### src/rtl/qbsr_pkg.sv
// Shared types and constants for the quadratic Bezier segment rasterizer.
`timescale 1ns / 1ps
`default_nettype none

package qbsr_pkg;

    localparam int COORD_BITS_DEF = 12;
    localparam int ERR_BITS_DEF   = 48;

    localparam logic OP_LOAD = 1'b0;
    localparam logic OP_TICK = 1'b1;

    // Commands from the controller to the datapath
    typedef struct packed {
        logic capture;
        logic prod;
        logic orient;
        logic quad;
        logic deriv;
        logic err_init;
        logic line_setup;
        logic tick_curve;
        logic tick_line;
        logic emit_pixel;
        logic emit_bad;
    } qbsr_cmd_t;

    // Status from the datapath to the controller
    typedef struct packed {
        logic bad;
        logic curv_zero;
        logic at_end;
        logic turn;
    } qbsr_status_t;

endpackage

`default_nettype wire

### src/rtl/qbsr_ctrl.sv
// Controller: segment setup sequence, pixel phase and output handshake.
`timescale 1ns / 1ps
`default_nettype none

module qbsr_ctrl
(
    input  wire logic                   clk,
    input  wire logic                   rst_n,
    input  wire logic                   in_valid,
    output logic                        in_stall,
    input  wire logic                   op,
    output logic                        out_valid,
    input  wire logic                   out_stall,
    input  wire qbsr_pkg::qbsr_status_t status,
    output qbsr_pkg::qbsr_cmd_t         cmd
);
    import qbsr_pkg::*;

    typedef enum logic [6:0] {
        S_READY  = 7'b0000001,
        S_PROD   = 7'b0000010,
        S_ORIENT = 7'b0000100,
        S_QUAD   = 7'b0001000,
        S_DERIV  = 7'b0010000,
        S_ERRI   = 7'b0100000,
        S_LSETUP = 7'b1000000
    } state_t;

    typedef enum logic [2:0] {
        PH_IDLE  = 3'b001,
        PH_CURVE = 3'b010,
        PH_LINE  = 3'b100
    } phase_t;

    state_t state_reg, state_next;
    phase_t phase_reg, phase_next;
    logic   out_valid_reg, out_valid_next;
    logic   can_take, in_xfer, out_xfer;

    // Take an item only in READY with a free output slot
    assign can_take  = (state_reg == S_READY) && (!out_valid_reg || !out_stall);
    assign in_stall  = !can_take;
    assign in_xfer   = in_valid && can_take;
    assign out_xfer  = out_valid_reg && !out_stall;
    assign out_valid = out_valid_reg;

    // Sequence setup steps and pixel ticks
    always_comb
    begin
        state_next     = state_reg;
        phase_next     = phase_reg;
        out_valid_next = out_valid_reg && !out_xfer;
        cmd            = '0;
        unique case (state_reg)
            S_READY:
            begin
                if (in_xfer)
                begin
                    if (op == OP_LOAD)
                    begin
                        cmd.capture = 1'b1;
                        phase_next  = PH_IDLE;
                        state_next  = S_PROD;
                    end
                    else if (phase_reg != PH_IDLE)
                    begin
                        cmd.emit_pixel = 1'b1;
                        out_valid_next = 1'b1;
                        if (status.at_end)
                        begin
                            phase_next = PH_IDLE;
                        end
                        else if (phase_reg == PH_CURVE)
                        begin
                            cmd.tick_curve = 1'b1;
                            if (status.turn)
                            begin
                                state_next = S_LSETUP;
                            end
                        end
                        else
                        begin
                            cmd.tick_line = 1'b1;
                        end
                    end
                end
            end
            S_PROD:
            begin
                cmd.prod   = 1'b1;
                state_next = S_ORIENT;
            end
            S_ORIENT:
            begin
                if (status.bad)
                begin
                    cmd.emit_bad   = 1'b1;
                    out_valid_next = 1'b1;
                    state_next     = S_READY;
                end
                else
                begin
                    cmd.orient = 1'b1;
                    state_next = status.curv_zero ? S_LSETUP : S_QUAD;
                end
            end
            S_QUAD:
            begin
                cmd.quad   = 1'b1;
                state_next = S_DERIV;
            end
            S_DERIV:
            begin
                cmd.deriv  = 1'b1;
                state_next = S_ERRI;
            end
            S_ERRI:
            begin
                cmd.err_init = 1'b1;
                phase_next   = PH_CURVE;
                state_next   = S_READY;
            end
            S_LSETUP:
            begin
                cmd.line_setup = 1'b1;
                phase_next     = PH_LINE;
                state_next     = S_READY;
            end
            default:
            begin
                state_next = S_READY;
                phase_next = PH_IDLE;
            end
        endcase
    end

    always_ff @(posedge clk or negedge rst_n)
    begin
        if (!rst_n)
        begin
            state_reg     <= S_READY;
            phase_reg     <= PH_IDLE;
            out_valid_reg <= 1'b0;
        end
        else
        begin
            state_reg     <= state_next;
            phase_reg     <= phase_next;
            out_valid_reg <= out_valid_next;
        end
    end

endmodule

`default_nettype wire

### config.mk
export PLATFORM = sky130hd
export DESIGN_NAME = qbsr_ctrl
export DESIGN_NICKNAME = d
export VERILOG_FILES = /design/src/rtl/qbsr_pkg.sv /design/src/rtl/qbsr_ctrl.sv
export SDC_FILE = /design/constraint.sdc
export NUM_CORES = 1
export LEC_CHECK = 0
export BUFFER_PORTS_ARGS = -buffer_cell sky130_fd_sc_hd__buf_2
export CAP_MARGIN = 20
export CORE_MARGIN = 5
export CORE_UTILIZATION = 52
export CTS_CLUSTER_SIZE = 16
export DETAILED_ROUTE_END_ITERATION = 10
export GPL_ROUTABILITY_DRIVEN = 0
export HOLD_SLACK_MARGIN = 0.1
export PLACE_DENSITY = 0.79
export SLEW_MARGIN = 20
export SYNTH_ARGS = -nofsm -noshare
export SYNTH_HDL_FRONTEND = slang
export SYNTH_SLANG_ARGS = --single-unit
### constraint.sdc
create_clock -name clk -period 4.6 [get_ports clk]
set_input_delay 0.46 -clock clk [delete_from_list [all_inputs] [get_ports clk]]
set_output_delay 0.46 -clock clk [all_outputs]
set_load 0.05 [all_outputs]
### Word-level counts from Yosys, hierarchy flattened

Index checks and enable logic that the tools add are counted.

* bits in registers: 11
* latch bits: 0
* memory bits (writable): 0
* bits in read-only memories: 0
* input port bits: 9
* output and inout port bits: 13
* logic and storage cells: 69
* memories: 0

* add/subtract/negate cells: 0
* multipliers: 0
* div/mod/pow operators: 0
* $lt $le $gt $ge: 0
* eq/ne operators: 15
* shift operators: 0
* multiplexer cells: 38
* bitwise gates (word level): 1
* reductions and logical operators: 12

Operators by type and width (number)
* 2-to-1 mux 7 bit: 8
* case mux 7 bit (5 select lines): 1
* 2-to-1 mux 3 bit: 8
* 2-to-1 mux 1 bit: 18
* case mux 3 bit (4 select lines): 1
* != test 3 bit, second input constant: 3
* equality test 7 x 1 -> 1 bit, second input constant: 1
* equality test 7 x 2 -> 1 bit, second input constant: 1
* equality test 7 x 3 -> 1 bit, second input constant: 1
* equality test 7 x 4 -> 1 bit, second input constant: 1
* equality test 7 x 5 -> 1 bit, second input constant: 1
* equality test 7 x 6 -> 1 bit, second input constant: 1
* equality test 7 bit, second input constant: 1
* != test 3 x 2 -> 1 bit, second input constant: 2
* AND reduction 5 bit: 1
* logical AND 1 bit: 4
* zero test 1 bit: 4
* AND reduction 4 bit: 1
* OR reduction 4 bit: 1
* equality test 3 x 2 -> 1 bit, second input constant: 1
* != test 3 x 1 -> 1 bit, second input constant: 1
* 2-to-1 mux 2 bit: 1
* != test 2 bit, second input constant: 1
* case mux 1 bit (2 select lines): 1
* other kinds (2): 2

### Longest topological paths before layout

* depth in word-level cells: 8
* gate-level depth with buffers: 5
* depth with buffers taken out: 4

### Least setup slack after synthesis

Ideal clock, no wire load.

* kind: register -> output
* start point: reg state_reg[5]
* end point: out cmd[9] (netlist bit)
* data arrival time: 2.414 ns
* data required time: 4.140 ns
* path slack: 1.726 ns
* stages on the path, launching flop included: 5
* buffers on the path: 1
* path through: dfrtp_1 > or3_1 > buf_2 > or3_4 > nor3b_1

RTL lines
* start, declared: line qbsr_ctrl.sv:35 `state_t state_reg, state_next;`
* start signal, assigned: line qbsr_ctrl.sv:147 `state_reg <= state_next;`
* end, declared: line qbsr_ctrl.sv:15 `output qbsr_pkg::qbsr_cmd_t cmd`

==> metrics.cfg <==
[layout]
mostFrequentLayoutCells = sky130_fd_sc_hd__buf_2 (21), sky130_fd_sc_hd__dfrtp_1 (9), sky130_fd_sc_hd__nor3b_1 (7), sky130_fd_sc_hd__nor2_1 (7), sky130_fd_sc_hd__nand2_1 (7)
area_delta_synth_final_pct = 20.0
antenna_cells_inserted = 0
post_route_cells_drive_above_1_share = 0.387
register_area_um2 = 278
flip_flop_count_of_the_largest_register_after_layout = 7
finish.utilization = 0.648
layout.cells.most_common = sky130_fd_sc_hd__buf_2
final_net_count = 103
multi_input_area_um2 = 384
n_fill_cell = 101

[floorplanning]
ios = 22
placement_rows = 13
die_outline_area_mm2 = 0.00217
die_x_um = 46.5
start_util = 0.540
die_height_um = 46.5
fp.coreArea_mm2 = 0.00128

[clocking]
clockRootBuffer = sky130_fd_sc_hd__clkbuf_4
cts_repair_resized_insts = 0
clock_latency_of_the_later_clocked_register_in_the_worst_skew_pair_ns = 0.27
tritoncts = yes
numClockSinks = 11
cts-buffers-inserted = 3
cts_post_setup_buffers_inserted = 0
htree_num_levels = 1
clk_path_buf_depth = 2
worst_setup_hold_path_clk_slew_ns = 0.07

[sta]
fin_tns_setup_ns = 0
max_slew_margin = 0.690
finalMaxSlewViolations = 0
post-route-worst-setup-slack_ns = 2.01
tightest_slew_ns = 0.461
fmaxAchievable_mhz = 386
hold_viol_final = 0
unrepaired_setup_endpoints_after_global_routing = no
final.setup_skew_ns = 0.00163
finalWorstPathRequiredPeriod_ns = 2.59
period_share = 0.563
setup_viol = 0

[global_routing]
grt_pass1_wl_um = 2480
grt_max_degree = 12
antenna_violations_before_repair = 0
grt_overflow = 0
grt_pass1_vias = 550
gr-usage-all-layers = 0.169

[logic_synthesis]
synth_seq_area_share = 0.400
synth_xor_area_frac = 0.0126
yosys_warnings = 0
flip_flop_and_latch_count_after_synthesis = 11
synth.top_cells.by_area = sky130_fd_sc_hd__dfrtp_1 (32%), sky130_fd_sc_hd__dfstp_2 (7.6%), sky130_fd_sc_hd__nor3b_1 (7.6%), sky130_fd_sc_hd__nand2_1 (3.8%), sky130_fd_sc_hd__nor2_1 (3.8%)
netlist.top_cell.by_area = sky130_fd_sc_hd__dfrtp_1
synth.cell_area_um2 = 694
postSynthAreaPerCell_um2 = 9.92
synth_compound_gate_area_share = 0.137
synthesized_nets = 79
netlist-cell-type-count = 34
netlist.area_leader.share = 0.324
synthAdderAreaFrac = 0
synth_simple_gate_area_frac = 0.404
dominant_combinational_cell_family_by_area_after_synthesis = simple AND/OR/NAND/NOR gates
synthesis.instances = 70
post_synth_mux_area_share = 0

[routing]
postRouteWirelength_um = 1590
route.detailed.vias_per_inst = 5.84
antenna_left = 0
drt_first_iter_violations = 21
detailedRoute.firstPassIterationCount = 4
routed-via-count = 631
detail_route.wl_per_cell_um = 14.7
post_route_drc_violation_count = 0

[hold_path]
min_delay_path_depth = 2
whs_endpoint = state_reg[3]
hp-start = status[2]
worstHoldPathType = primary input to register

[critical_path]
start_kind = register
worst-endpoint-required_ns = 4.14
timing.critical_path.cells = or3_1 -> or3_4 -> nor3b_1 -> buf_2
timing.rr.start = state_reg[4]
critPathArrivalTime_ns = 2.13
crit_fanout = 8
crit_path_end_kind = primary output
worst_r2r_path_depth = 4
max_stage_delay_ns = 0.53
crit_type = register to primary output
r2r_setup_slack_ns = 2.95
critical_path.slowest_cell = sky130_fd_sc_hd__or3_1
r2r_end = phase_reg[1]

[place]
place_hpwl_um = 1220
dpl_worst_slack_ns = 2.21
io_buffers = 21

[run]
max_cap_viol_count = 0

[outcome]
outcome = completed

[power_and_ir_drop]
leakage_uw = 0.000423
peakVddDrop_mv = 0.148
power_density_mw_per_mm2 = 247

## metrics by stage
step                      hold WS, ns  total power (uW)  cells  cell area (um2)
after floorplan                 0.164               128     70              694
final                           0.350               206    108              833
after global routing            0.339               215    108              833
after CTS                       0.342               207    108              833
after detailed placement        0.342               139    103              797
after global placement          0.347               139    103              797
## power by group
part	switching, uW	total (uW)	internal (uW)	leakage [uW]
combinational	23.7	37.3	13.6	0.000262
clock	33.7	67.4	33.7	0.0000150
sequential	2.54	101	98.5	0.000146
## synth_stat cells (all sizes together)
master / count
a211oi: 1
a21boi: 2
a21o: 2
a21oi: 2
a22oi: 1
and3: 1
buf: 2
clkbuf: 1
dfrtp: 9
dfstp: 2
inv: 3
nand2: 7
nand2b: 3
nand3: 3
nand4: 1
nand4bb: 1
nor2: 7
nor3: 2
nor3b: 7
nor4: 2
nor4b: 1
o2bb2ai: 1
o311a: 1
o32ai: 1
or2b: 1
or3: 3
or4b: 2
xnor2: 1
## repair_timing
item                       in CTS  in global routing
setup endpoints to repair       0                  0
hold endpoints to repair        9                  0
hold buffers                    1                  0
## cell type report
type | instances | area share
sequential | 11 | 0.333
tap | 15 | 0.0225
inverter | 3 | 0.0135
multi-input combinational | 53 | 0.461
clock buffer | 4 | 0.0315
timing repair buffer | 22 | 0.138
## logic make-up after synthesis
logic type                count (synthesis)
AOI/OAI and AO/OA                        11
xor gates and xnor gates                  1
buffers and inverters                     6
DFF                                      11
and+or+nand+nor                          41
## routing by layer
metal	share of wire	up-vias	global-route usage	wire, um
li1	-	301	-	-
met1	0.42	307	0.207	676
met2	0.51	19	0.266	815
met3	0.052	4	0.0703	82
met4	0.010	0	0.0511	16
met5	0	-	0	0
## critical path, delay by kind of cell, from the launching register on
kind	cells	cell delay, ns
AND/OR/NAND/NOR	3	1.15
flip-flops	1	0.40
buffers and inverters	1	0.30
## worst max-delay path by stage
stage | from | to | cells after the start | slack (ns)
2_1_floorplan | state_reg[5] | cmd[9] | 4 | 1.73
3_3_place_gp | out_stall | cmd[2] | 6 | 2.29
3_5_place_dp | out_stall | cmd[2] | 6 | 2.21
4_1_cts | state_reg[3] | cmd[2] | 5 | 2.00
5_1_grt | state_reg[4] | cmd[2] | 5 | 1.88
6_report | state_reg[5] | cmd[9] | 4 | 2.01
Power figures use the tool's default switching activity.
